File: src/design/ppl_pkg.sv
package ppl_pkg;

  typedef enum logic [3:0] {
    M_IDLE         = 4'd0,
    M_IDENT        = 4'd1,
    M_WIDE         = 4'd2,
    M_NUMBER       = 4'd3,
    M_QUOTE        = 4'd4,
    M_QUOTE_ESC    = 4'd5,
    M_COMMENT      = 4'd6,
    M_COMMENT_STAR = 4'd7,
    M_LINE_COMMENT = 4'd8,
    M_PUNCT        = 4'd9
  } mode_t;

  localparam logic [2:0] KIND_IDENT   = 3'd0;
  localparam logic [2:0] KIND_NUMBER  = 3'd1;
  localparam logic [2:0] KIND_CHAR    = 3'd2;
  localparam logic [2:0] KIND_STRING  = 3'd3;
  localparam logic [2:0] KIND_PUNCT   = 3'd4;
  localparam logic [2:0] KIND_NEWLINE = 3'd5;
  localparam logic [2:0] KIND_EOF     = 3'd6;

  localparam int MAX_RES = 4;

  // per-result kind and flags, one per slot of a queue entry
  typedef struct packed {
    logic [2:0] kind;
    logic       begins_line;
    logic       space_before;
    logic       comment_error;
  } res_tag_t;

  function automatic logic is_alpha(input logic [7:0] c);
    return (c == 8'h5F) || (c >= 8'h41 && c <= 8'h5A) || (c >= 8'h61 && c <= 8'h7A);
  endfunction

  function automatic logic is_digit(input logic [7:0] c);
    return c >= 8'h30 && c <= 8'h39;
  endfunction

  function automatic logic is_word(input logic [7:0] c);
    return is_alpha(c) || is_digit(c);
  endfunction

  function automatic logic is_space(input logic [7:0] c);
    return c == 8'h20 || c == 8'h09 || c == 8'h0B || c == 8'h0C;
  endfunction

  // = ! & | + * / % ^ # - < >
  function automatic logic takes_eq(input logic [7:0] c);
    return c == 8'h3D || c == 8'h21 || c == 8'h26 || c == 8'h7C || c == 8'h2B ||
           c == 8'h2A || c == 8'h2F || c == 8'h25 || c == 8'h5E || c == 8'h23 ||
           c == 8'h2D || c == 8'h3C || c == 8'h3E;
  endfunction

  function automatic logic pairs_with(input logic [7:0] h, input logic [7:0] c);
    return (c == 8'h3D && takes_eq(h)) ||
           (h == 8'h2D && (c == 8'h3E || c == 8'h2D)) ||
           (h == 8'h2B && c == 8'h2B) || (h == 8'h26 && c == 8'h26) ||
           (h == 8'h7C && c == 8'h7C) || (h == 8'h23 && c == 8'h23);
  endfunction

endpackage

File: src/design/ppl_front.sv
module ppl_front #(
  parameter int P = 32,
  parameter int L = 16
) (
  input  logic                                  clk,
  input  logic                                  rst_n,
  input  logic                                  acc,
  input  logic [7:0]                            c_in,
  input  logic                                  last_in,
  output logic                                  push,
  output logic [2:0]                            cnt,
  output ppl_pkg::res_tag_t [ppl_pkg::MAX_RES-1:0] tags,
  output logic [ppl_pkg::MAX_RES-1:0][P-1:0]    starts,
  output logic [ppl_pkg::MAX_RES-1:0][L-1:0]    lens
);

  ppl_pkg::mode_t md_r, md_nxt;
  logic [7:0]   h0_r, h0_nxt;
  logic [1:0]   hc_r, hc_nxt;
  logic [P-1:0] pos_r, pos_nxt;
  logic [P-1:0] st_r, st_nxt;
  logic [L-1:0] ln_r, ln_nxt;
  logic [7:0]   q_r, q_nxt;
  logic [7:0]   pv_r, pv_nxt;
  logic         als_r, als_nxt;
  logic         sp_r, sp_nxt;

  always_comb begin
    ppl_pkg::mode_t md;
    logic [7:0]   h0, c;
    logic [1:0]   hc;
    logic [P-1:0] st, pos1, es;
    logic [L-1:0] ln, el;
    logic [7:0]   q, pv;
    logic         als, sp, again, ev, enl, err;
    logic [2:0]   n, ek, lk;
    logic [2:0]   fv;
    logic [2:0][2:0]   fk;
    logic [2:0][P-1:0] fs;
    logic [2:0][L-1:0] fl;

    md = md_r; h0 = h0_r; hc = hc_r; st = st_r; ln = ln_r; q = q_r; pv = pv_r;
    als = als_r; sp = sp_r; c = c_in; n = 3'd0; again = 1'b1; err = 1'b0;
    pos1 = pos_r + P'(1);
    tags = '0; starts = '0; lens = '0;

    for (int r = 0; r < 4; r++) begin
      if (again) begin
        again = 1'b0; ev = 1'b0; enl = 1'b0; ek = ppl_pkg::KIND_PUNCT; es = st; el = L'(1);
        lk = (q == 8'h27) ? ppl_pkg::KIND_CHAR : ppl_pkg::KIND_STRING;
        case (md)
          ppl_pkg::M_IDENT: begin
            if (ppl_pkg::is_word(c)) begin
              if (ln != '1) ln = ln + L'(1);
            end else begin
              ev = 1'b1; ek = ppl_pkg::KIND_IDENT; el = ln;
              md = ppl_pkg::M_IDLE; hc = 2'd0; again = 1'b1;
            end
          end
          ppl_pkg::M_WIDE: begin
            if (c == 8'h27 || c == 8'h22) begin
              if (ln != '1) ln = ln + L'(1);
              q = c; md = ppl_pkg::M_QUOTE;
            end else begin
              md = ppl_pkg::M_IDENT; again = 1'b1;
            end
          end
          ppl_pkg::M_NUMBER: begin
            if (ppl_pkg::is_word(c) || c == 8'h2E ||
                ((c == 8'h2B || c == 8'h2D) &&
                 (pv == 8'h65 || pv == 8'h45 || pv == 8'h70 || pv == 8'h50))) begin
              if (ln != '1) ln = ln + L'(1);
              pv = c;
            end else begin
              ev = 1'b1; ek = ppl_pkg::KIND_NUMBER; el = ln;
              md = ppl_pkg::M_IDLE; hc = 2'd0; again = 1'b1;
            end
          end
          ppl_pkg::M_QUOTE: begin
            if (c == 8'h0A) begin
              ev = 1'b1; ek = lk; el = ln;
              md = ppl_pkg::M_IDLE; hc = 2'd0; again = 1'b1;
            end else begin
              if (ln != '1) ln = ln + L'(1);
              if (c == 8'h5C) begin
                md = ppl_pkg::M_QUOTE_ESC;
              end else if (c == q) begin
                ev = 1'b1; ek = lk; el = ln;
                md = ppl_pkg::M_IDLE; hc = 2'd0;
              end
            end
          end
          ppl_pkg::M_QUOTE_ESC: begin
            if (ln != '1) ln = ln + L'(1);
            md = ppl_pkg::M_QUOTE;
          end
          ppl_pkg::M_COMMENT, ppl_pkg::M_COMMENT_STAR: begin
            if (md == ppl_pkg::M_COMMENT_STAR && c == 8'h2F) begin
              sp = 1'b1; md = ppl_pkg::M_IDLE; hc = 2'd0;
            end else if (c == 8'h2A) begin
              md = ppl_pkg::M_COMMENT_STAR;
            end else begin
              if (c == 8'h0A) begin
                ev = 1'b1; enl = 1'b1; ek = ppl_pkg::KIND_NEWLINE; es = pos_r;
              end
              md = ppl_pkg::M_COMMENT;
            end
          end
          ppl_pkg::M_LINE_COMMENT: begin
            if (c == 8'h0A) begin
              md = ppl_pkg::M_IDLE; hc = 2'd0; again = 1'b1;
            end
          end
          ppl_pkg::M_PUNCT: begin
            if (hc < 2'd2) begin
              if (h0 == 8'h2F && (c == 8'h2A || c == 8'h2F)) begin
                sp = 1'b1; hc = 2'd0;
                md = (c == 8'h2A) ? ppl_pkg::M_COMMENT : ppl_pkg::M_LINE_COMMENT;
              end else if (h0 == 8'h2E && ppl_pkg::is_digit(c)) begin
                ln = L'(2); pv = c; hc = 2'd0; md = ppl_pkg::M_NUMBER;
              end else if ((h0 == 8'h2E || h0 == 8'h3C || h0 == 8'h3E) && c == h0) begin
                hc = 2'd2;
              end else if (ppl_pkg::pairs_with(h0, c)) begin
                ev = 1'b1; el = L'(2); md = ppl_pkg::M_IDLE; hc = 2'd0;
              end else begin
                ev = 1'b1; md = ppl_pkg::M_IDLE; hc = 2'd0; again = 1'b1;
              end
            end else if (c == ((h0 == 8'h2E) ? 8'h2E : 8'h3D)) begin
              ev = 1'b1; el = L'(3); md = ppl_pkg::M_IDLE; hc = 2'd0;
            end else if (h0 == 8'h2E) begin
              // ".." then something else: first dot goes out, second stays held
              ev = 1'b1; st = st + P'(1); hc = 2'd1; again = 1'b1;
            end else begin
              ev = 1'b1; el = L'(2); md = ppl_pkg::M_IDLE; hc = 2'd0; again = 1'b1;
            end
          end
          default: begin
            md = ppl_pkg::M_IDLE; hc = 2'd0; st = pos_r; ln = L'(1); es = pos_r;
            if (ppl_pkg::is_space(c)) begin
              sp = 1'b1;
            end else if (c == 8'h0A) begin
              ev = 1'b1; enl = 1'b1; ek = ppl_pkg::KIND_NEWLINE;
            end else if (ppl_pkg::is_alpha(c)) begin
              md = (c == 8'h4C) ? ppl_pkg::M_WIDE : ppl_pkg::M_IDENT;
            end else if (ppl_pkg::is_digit(c)) begin
              pv = 8'h00; md = ppl_pkg::M_NUMBER;
            end else if (c == 8'h27 || c == 8'h22) begin
              q = c; md = ppl_pkg::M_QUOTE;
            end else if (c == 8'h2E || ppl_pkg::takes_eq(c)) begin
              h0 = c; hc = 2'd1; md = ppl_pkg::M_PUNCT;
            end else begin
              ev = 1'b1;
            end
          end
        endcase
        if (ev) begin
          if (n < 3'd4) begin
            tags[n[1:0]]   = '{kind: ek, begins_line: als, space_before: sp, comment_error: 1'b0};
            starts[n[1:0]] = es;
            lens[n[1:0]]   = el;
            n = n + 3'd1;
          end
          als = enl; sp = 1'b0;
        end
      end
    end

    // end of input: flush held token, then end-of-file marker
    fv = 3'b100; fk = '0; fs = '0; fl = '0;
    fk[2] = ppl_pkg::KIND_EOF; fs[2] = pos1; fl[2] = '0;
    lk = (q == 8'h27) ? ppl_pkg::KIND_CHAR : ppl_pkg::KIND_STRING;
    case (md)
      ppl_pkg::M_IDENT, ppl_pkg::M_WIDE: begin
        fv[0] = 1'b1; fk[0] = ppl_pkg::KIND_IDENT; fs[0] = st; fl[0] = ln;
      end
      ppl_pkg::M_NUMBER: begin
        fv[0] = 1'b1; fk[0] = ppl_pkg::KIND_NUMBER; fs[0] = st; fl[0] = ln;
      end
      ppl_pkg::M_QUOTE, ppl_pkg::M_QUOTE_ESC: begin
        fv[0] = 1'b1; fk[0] = lk; fs[0] = st; fl[0] = ln;
      end
      ppl_pkg::M_COMMENT, ppl_pkg::M_COMMENT_STAR: err = 1'b1;
      ppl_pkg::M_PUNCT: begin
        fv[0] = 1'b1; fk[0] = ppl_pkg::KIND_PUNCT; fs[0] = st; fl[0] = L'(1);
        if (hc >= 2'd2 && h0 == 8'h2E) begin
          fv[1] = 1'b1; fk[1] = ppl_pkg::KIND_PUNCT; fs[1] = st + P'(1); fl[1] = L'(1);
        end else if (hc >= 2'd2) begin
          fl[0] = L'(2);
        end
      end
      default: ;
    endcase

    if (last_in) begin
      for (int k = 0; k < 3; k++) begin
        if (fv[k]) begin
          if (n < 3'd4) begin
            tags[n[1:0]] = '{kind: fk[k], begins_line: als, space_before: sp,
                             comment_error: (k == 2) ? err : 1'b0};
            starts[n[1:0]] = fs[k];
            lens[n[1:0]]   = fl[k];
            n = n + 3'd1;
          end
          als = 1'b0; sp = 1'b0;
        end
      end
    end

    cnt  = n;
    push = acc && (n != 3'd0);

    if (last_in) begin
      md_nxt = ppl_pkg::M_IDLE; h0_nxt = '0; hc_nxt = '0; pos_nxt = '0; st_nxt = '0;
      ln_nxt = '0; q_nxt = '0; pv_nxt = '0; als_nxt = 1'b1; sp_nxt = 1'b0;
    end else begin
      md_nxt = md; h0_nxt = h0; hc_nxt = hc; pos_nxt = pos1; st_nxt = st;
      ln_nxt = ln; q_nxt = q; pv_nxt = pv; als_nxt = als; sp_nxt = sp;
    end
  end

  always_ff @(posedge clk) begin
    if (!rst_n) begin
      md_r <= ppl_pkg::M_IDLE; h0_r <= '0; hc_r <= '0; pos_r <= '0; st_r <= '0;
      ln_r <= '0; q_r <= '0; pv_r <= '0; als_r <= 1'b1; sp_r <= 1'b0;
    end else if (acc) begin
      md_r <= md_nxt; h0_r <= h0_nxt; hc_r <= hc_nxt; pos_r <= pos_nxt; st_r <= st_nxt;
      ln_r <= ln_nxt; q_r <= q_nxt; pv_r <= pv_nxt; als_r <= als_nxt; sp_r <= sp_nxt;
    end
  end

endmodule

File: src/design/ppl_queue.sv
module ppl_queue #(
  parameter int P = 32,
  parameter int L = 16
) (
  input  logic                                  clk,
  input  logic                                  rst_n,
  input  logic                                  push,
  input  logic [2:0]                            w_cnt,
  input  ppl_pkg::res_tag_t [ppl_pkg::MAX_RES-1:0] w_tags,
  input  logic [ppl_pkg::MAX_RES-1:0][P-1:0]    w_starts,
  input  logic [ppl_pkg::MAX_RES-1:0][L-1:0]    w_lens,
  input  logic                                  pop,
  output logic                                  full,
  output logic                                  not_empty,
  output logic [2:0]                            r_cnt,
  output ppl_pkg::res_tag_t [ppl_pkg::MAX_RES-1:0] r_tags,
  output logic [ppl_pkg::MAX_RES-1:0][P-1:0]    r_starts,
  output logic [ppl_pkg::MAX_RES-1:0][L-1:0]    r_lens
);

  logic [2:0]                               cnt_q   [2];
  ppl_pkg::res_tag_t [ppl_pkg::MAX_RES-1:0] tags_q  [2];
  logic [ppl_pkg::MAX_RES-1:0][P-1:0]       starts_q[2];
  logic [ppl_pkg::MAX_RES-1:0][L-1:0]       lens_q  [2];
  logic       wp_r, rp_r;
  logic [1:0] fill_r;

  assign full      = (fill_r == 2'd2);
  assign not_empty = (fill_r != 2'd0);
  assign r_cnt     = cnt_q[rp_r];
  assign r_tags    = tags_q[rp_r];
  assign r_starts  = starts_q[rp_r];
  assign r_lens    = lens_q[rp_r];

  always_ff @(posedge clk) begin
    if (push) begin
      cnt_q[wp_r]    <= w_cnt;
      tags_q[wp_r]   <= w_tags;
      starts_q[wp_r] <= w_starts;
      lens_q[wp_r]   <= w_lens;
    end
  end

  always_ff @(posedge clk) begin
    if (!rst_n) begin
      wp_r <= 1'b0; rp_r <= 1'b0; fill_r <= 2'd0;
    end else begin
      if (push) wp_r <= ~wp_r;
      if (pop) rp_r <= ~rp_r;
      fill_r <= fill_r + {1'b0, push} - {1'b0, pop};
    end
  end

endmodule

File: src/design/ppl_back.sv
module ppl_back #(
  parameter int P = 32,
  parameter int L = 16
) (
  input  logic                                  clk,
  input  logic                                  rst_n,
  input  logic                                  q_valid,
  input  logic [2:0]                            q_cnt,
  input  ppl_pkg::res_tag_t [ppl_pkg::MAX_RES-1:0] q_tags,
  input  logic [ppl_pkg::MAX_RES-1:0][P-1:0]    q_starts,
  input  logic [ppl_pkg::MAX_RES-1:0][L-1:0]    q_lens,
  output logic                                  pop,
  output logic                                  out_valid,
  input  logic                                  out_stall,
  output ppl_pkg::res_tag_t                     o_tag,
  output logic [P-1:0]                          o_start,
  output logic [L-1:0]                          o_len,
  output logic                                  o_last
);

  logic       ov_r, ov_nxt;
  logic [1:0] idx_r, idx_nxt;
  logic       load, is_last;

  ppl_pkg::res_tag_t tag_r;
  logic [P-1:0]      start_r;
  logic [L-1:0]      len_r;
  logic              last_r;

  assign load    = q_valid && (!ov_r || !out_stall);
  assign is_last = ({1'b0, idx_r} + 3'd1) == q_cnt;
  assign pop     = load && is_last;

  always_comb begin
    ov_nxt  = ov_r;
    idx_nxt = idx_r;
    if (load) begin
      ov_nxt  = 1'b1;
      idx_nxt = is_last ? 2'd0 : idx_r + 2'd1;
    end else if (!out_stall) begin
      ov_nxt = 1'b0;
    end
  end

  always_ff @(posedge clk) begin
    if (!rst_n) begin
      ov_r  <= 1'b0;
      idx_r <= 2'd0;
    end else begin
      ov_r  <= ov_nxt;
      idx_r <= idx_nxt;
    end
  end

  always_ff @(posedge clk) begin
    if (load) begin
      tag_r   <= q_tags[idx_r];
      start_r <= q_starts[idx_r];
      len_r   <= q_lens[idx_r];
      last_r  <= is_last;
    end
  end

  assign out_valid = ov_r;
  assign o_tag     = tag_r;
  assign o_start   = start_r;
  assign o_len     = len_r;
  assign o_last    = last_r;

endmodule

File: src/design/preprocessing_token_lexer_top.sv
// Channel | Direction | Handshake          | Payload
// in      | input     | in_valid/in_stall   | in_char_in[7:0], in_is_last
// out     | output    | out_valid/out_stall | kind, start, length, flags, last_result
//
// One character is taken per cycle while in_stall is low. A character
// yields up to 4 token results, handed out one result per transfer;
// a two-entry queue between the lexer front and the result sequencer
// absorbs those bursts, and in_stall rises only while that queue is full.
// Synchronous active-low reset; after the last character of a stream the
// lexer returns to its reset state on its own.
module preprocessing_token_lexer_top #(
  parameter int POSITION_BITS = 32,
  parameter int LENGTH_BITS   = 16
) (
  input  logic                     clk,
  input  logic                     rst_n,
  input  logic                     in_valid,
  output logic                     in_stall,
  input  logic [7:0]               in_char_in,
  input  logic                     in_is_last,
  output logic                     out_valid,
  input  logic                     out_stall,
  output logic [2:0]               out_token_kind,
  output logic [POSITION_BITS-1:0] out_token_start,
  output logic [LENGTH_BITS-1:0]   out_token_length,
  output logic                     out_begins_line,
  output logic                     out_space_before,
  output logic                     out_comment_error,
  output logic                     out_last_result
);

  logic acc, push, pop, full, q_ne;
  logic [2:0] f_cnt, q_cnt;
  ppl_pkg::res_tag_t [ppl_pkg::MAX_RES-1:0]     f_tags, q_tags;
  logic [ppl_pkg::MAX_RES-1:0][POSITION_BITS-1:0] f_starts, q_starts;
  logic [ppl_pkg::MAX_RES-1:0][LENGTH_BITS-1:0]   f_lens, q_lens;
  ppl_pkg::res_tag_t o_tag;

  // stall comes from the registered queue fill only
  assign in_stall = full;
  assign acc      = in_valid && !full;

  ppl_front #(.P(POSITION_BITS), .L(LENGTH_BITS)) u_front (
    .clk(clk), .rst_n(rst_n), .acc(acc), .c_in(in_char_in), .last_in(in_is_last),
    .push(push), .cnt(f_cnt), .tags(f_tags), .starts(f_starts), .lens(f_lens)
  );

  ppl_queue #(.P(POSITION_BITS), .L(LENGTH_BITS)) u_queue (
    .clk(clk), .rst_n(rst_n), .push(push), .w_cnt(f_cnt), .w_tags(f_tags),
    .w_starts(f_starts), .w_lens(f_lens), .pop(pop), .full(full), .not_empty(q_ne),
    .r_cnt(q_cnt), .r_tags(q_tags), .r_starts(q_starts), .r_lens(q_lens)
  );

  ppl_back #(.P(POSITION_BITS), .L(LENGTH_BITS)) u_back (
    .clk(clk), .rst_n(rst_n), .q_valid(q_ne), .q_cnt(q_cnt), .q_tags(q_tags),
    .q_starts(q_starts), .q_lens(q_lens), .pop(pop), .out_valid(out_valid),
    .out_stall(out_stall), .o_tag(o_tag), .o_start(out_token_start),
    .o_len(out_token_length), .o_last(out_last_result)
  );

  assign out_token_kind    = o_tag.kind;
  assign out_begins_line   = o_tag.begins_line;
  assign out_space_before  = o_tag.space_before;
  assign out_comment_error = o_tag.comment_error;

endmodule
File: config.mk
export PLATFORM = sky130hd
export DESIGN_NAME = preprocessing_token_lexer_top
export DESIGN_NICKNAME = d
export VERILOG_FILES = /design/src/design/ppl_pkg.sv /design/src/design/ppl_front.sv /design/src/design/ppl_queue.sv /design/src/design/ppl_back.sv /design/src/design/preprocessing_token_lexer_top.sv
export SDC_FILE = /design/constraint.sdc
export NUM_CORES = 2
export LEC_CHECK = 0
export BUFFER_PORTS_ARGS = -buffer_cell sky130_fd_sc_hd__buf_4
export CAP_MARGIN = 10
export CORE_ASPECT_RATIO = 1.75
export CORE_MARGIN = 2
export CORE_UTILIZATION = 42
export CTS_CLUSTER_DIAMETER = 60
export DETAILED_ROUTE_END_ITERATION = 7
export PLACE_DENSITY = 0.62
export SLEW_MARGIN = 20
export SYNTH_ARGS = -nofsm -noshare
export SYNTH_HDL_FRONTEND = slang
export SYNTH_SLANG_ARGS = --single-unit
File: constraint.sdc
create_clock -name clk -period 33.1 [get_ports clk]
set_clock_uncertainty 0.15 [all_clocks]
set_input_delay 1.655 -clock clk [delete_from_list [all_inputs] [get_ports clk]]
set_output_delay 1.655 -clock clk [all_outputs]
set_load 0.01 [all_outputs]
==> flow_summary_export.csv <==
group,metric,value,unit
drt,num_vias,36033,
global_route,grt_pass1_vias,34814,
sta,setup_violations,0,
placement,gp_congestion,1.02,
yosys,yosysWarnings,0,
sta,fin_crit,11.48,ns
power,vdd_drop_max,71.8,µV
yosys,async_flop_share,0,%
yosys,synth_top_cell_by_area,"edfxtp_1",
run_status,outcome,"finished, final reports clean",
sta,finalMaxSlewViolations,0,
setup_path,cp_slowest_cell,"dfxtp_1",
sta,rsz0062_at_grt,"false",
final_layout,syn_to_final_growth,9.37,%
clock_network,clkSinkCount,611,
placement,dpl.hpwl,110,mm
drt,drc,0,
clock_network,numCtsBuffers,60,
yosys,synth_edf_count,493,
final_layout,design_area,42400,µm²
setup_path,arrival,11.63,ns
clock_network,cts_hold_buf,0,
yosys,ys_seq_elements,611,
final_layout,fill_cells,8739,
global_route,grtUsageMet3,7.43,%
sta,worst_pin_slew,1.28,ns
global_route,use_met1,37.6,%
setup_path,slowest_delay,0.94,ns
yosys,syn_avg_cell_area,9.65,µm²
global_route,antenna_found_initial,7,
clock_network,clock_path_buffers,3,
global_route,grt_max_degree,87,
yosys,synth_area_leaders,"edfxtp_1, mux4_2, dfxtp_1",
setup_path,cpMostUsedCell,"ha_1",
clock_network,cts-root-buf,"clkbuf_16",
clock_network,cts_setup_buffers,0,
yosys,synth_top_cells_by_count,"edfxtp_1, nor2_1, nand2_1",
sta,min_period_over_period,34.7,%
yosys,synth_top_area_share,38.2,%
placement,pre_cts_ws,21.17,ns
sta,setup_tns,0,ns
clock_network,cts_resized,0,
clock_network,clock_latency,0.70,ns
setup_path,end_kind,"register",
final_layout,drive_gt1_share,13.7,%
drt,routedWlPerCell,31.2,µm
yosys,synthCells,4019,
drt,drtIter0Drc,4696,
drt,antenna_left,0,
setup_path,critPathKind,"register to register",
sta,slew_headroom,14.7,%
flow_run,maxCapViolations,0,
clock_network,htree_num_levels,2,
global_route,track_usage,33.7,%
drt,wirelength,161,mm
setup_path,cp_max_fo,59,
floorplanning,core,91600,µm²
global_route,grt_overflow_total,0,
clock_network,cts_tree,"done",
floorplanning,initial_core_util,42.3,%
yosys,synth_fp_nets,4058,
yosys,ys_seq_area_share,44.3,%
setup_path,cp.required,33.25,ns
final_layout,nets,3954,
global_route,grt_pass1_wl,235,mm
power,p_leak,13.9,nW
placement,port-buffer-count,69,
floorplanning,rows,147,
floorplanning,pin_count,70,
drt,vias_per_cell,6.97,
sta,setup_ws,21.62,ns
drt,drt_first_pass_iters,7,
floorplanning,die_area,94900,µm²
floorplanning,die_h,406,µm
power,power.total,0.00323,W
power,power_density,76.2,nW/µm²
clock_network,clkSlewWorstSetupHoldPaths,0.06,ns
yosys,synth_most_common_cell,"edfxtp_1",
sta,final_hold_viol_count,0,
placement,dpl-instance-area,40400,µm²
sta,fmax,0.0871,GHz
global_route,grt_use_met2,54.4,%
floorplanning,die_width,234,µm
yosys,synthesis.area,38800,µm²
sta,fin_hold_ws,0.317,ns
setup_path,critPathLaunchType,"register",
yosys,synth_cell_types,107,
hold_path,hold_path.class,"register to register",
yosys,synthFlopType,"edfxtp_1",
global_route,gr-max-usage-layer,"met2",
-- metal layers --
| layer | routed length, µm | part of all wire (%) |
|---|---|---|
| met1 | 54300 | 34 |
| met2 | 75200 | 47 |
| met3 | 14600 | 9.1 |
| met4 | 17100 | 11 |
| met5 | 57 | 0.035 |
-- per-stage QoR --
| step | cells | util [%] |
|---|---|---|
| finish | 5167 | 46.3 |
| global route | 5160 | 46.3 |
| CTS | 5157 | 46.2 |
| detailed placement | 5043 | 44.1 |
| global placement | 5043 | 44.1 |
| floorplan | 4019 | - |
-- cell usage in the layout (no fill, tap or decap), types with 53 or more instances in the layout --
cell type  instances
a21oi_1          314
o21ai_0          206
nor3_1            97
clkbuf_16         60
nand3_1          108
buf_4            184
nor2_1           448
mux2_2            67
a31oi_1           55
edfxtp_1         493
dfxtp_1          115
nand2_1          385
a22oi_1           77
o22ai_1           93
mux2i_1           75
mux4_2           108
xnor2_1           53
-- state kept, by name, summed over array words and instances, names as in the netlist, 6 cells and up, named ones only --
register and cells:
u_front.ln_r 16, u_front.pos_r 32, u_back.o_tag 6, u_front.q_r 8, u_back.o_len 16, u_front.st_r 32, u_queue.cnt_q 6, u_front.h0_r 8
u_queue.lens_q 128, u_front.pv_r 7, u_queue.tags_q 48, u_back.o_start 32, u_queue.starts_q 256
-- worst paths after layout --
kind,startpoint,to,slack (ns),cells after the start
min,u_front.pv_r[6]$_SDFFE_PN0P_,u_front.pv_r[6]$_SDFFE_PN0P_,0.32,2
max,u_front.md_r[2]$_SDFFE_PN0P_,u_queue.starts_q[1][24]$_DFFE_PP_,21.62,30
max reg2reg,u_front.md_r[2]$_SDFFE_PN0P_,u_queue.starts_q[1][24]$_DFFE_PP_,21.62,30
min reg2reg,u_front.pv_r[6]$_SDFFE_PN0P_,u_front.pv_r[6]$_SDFFE_PN0P_,0.32,2
-- final cells by class --
| type | count | area, µm² | share of cell area (%) |
|---|---|---|---|
| inverter | 47 | 178 | 0.419 |
| clock buffer | 77 | 1590 | 3.74 |
| multi-input combinational | 3010 | 20200 | 47.7 |
| timing repair buffer | 185 | 1390 | 3.28 |
| tap | 1192 | 1490 | 3.52 |
| sequential | 611 | 17200 | 40.5 |
| antenna | 8 | 20.0 | 0.0472 |
| clock inverter | 37 | 364 | 0.858 |
-- worst max-delay path, delay by kind of cell, from the launching register on --
family	cells	cell delay [ns]
adder cells (fa/ha/maj)	4	1.17
flip-flops	1	0.94
multiplexers	1	0.11
buffers and inverters	5	2.27
AND/OR/NAND/NOR	11	3.64
AO/OA/AOI/OAI	9	2.69
-- cells by family (layout without fill, tap and decap cells) --
kind of cell               after synthesis  in the layout  share of synthesized area [%]
other                                    0              8                              0
muxes                                  250            250                           10.2
AOI/OAI and AO/OA                     1228           1228                           21.1
adders and majority gates               27             27                          0.865
buffers and inverters                  398            346                           4.16
xor gates and xnor gates                94             94                           2.12
and+or+nand+nor                       1411           1411                           17.3
DFF                                    611            611                           44.3
-- where the power goes --
group          switching, W  internal, W  leakage (nW)  total (W)
clock              0.000325     0.000370         0.943   0.000694
sequential        0.0000797      0.00116          5.67    0.00124
combinational      0.000848     0.000447          7.29    0.00130
Power figures use the tool's default switching activity.
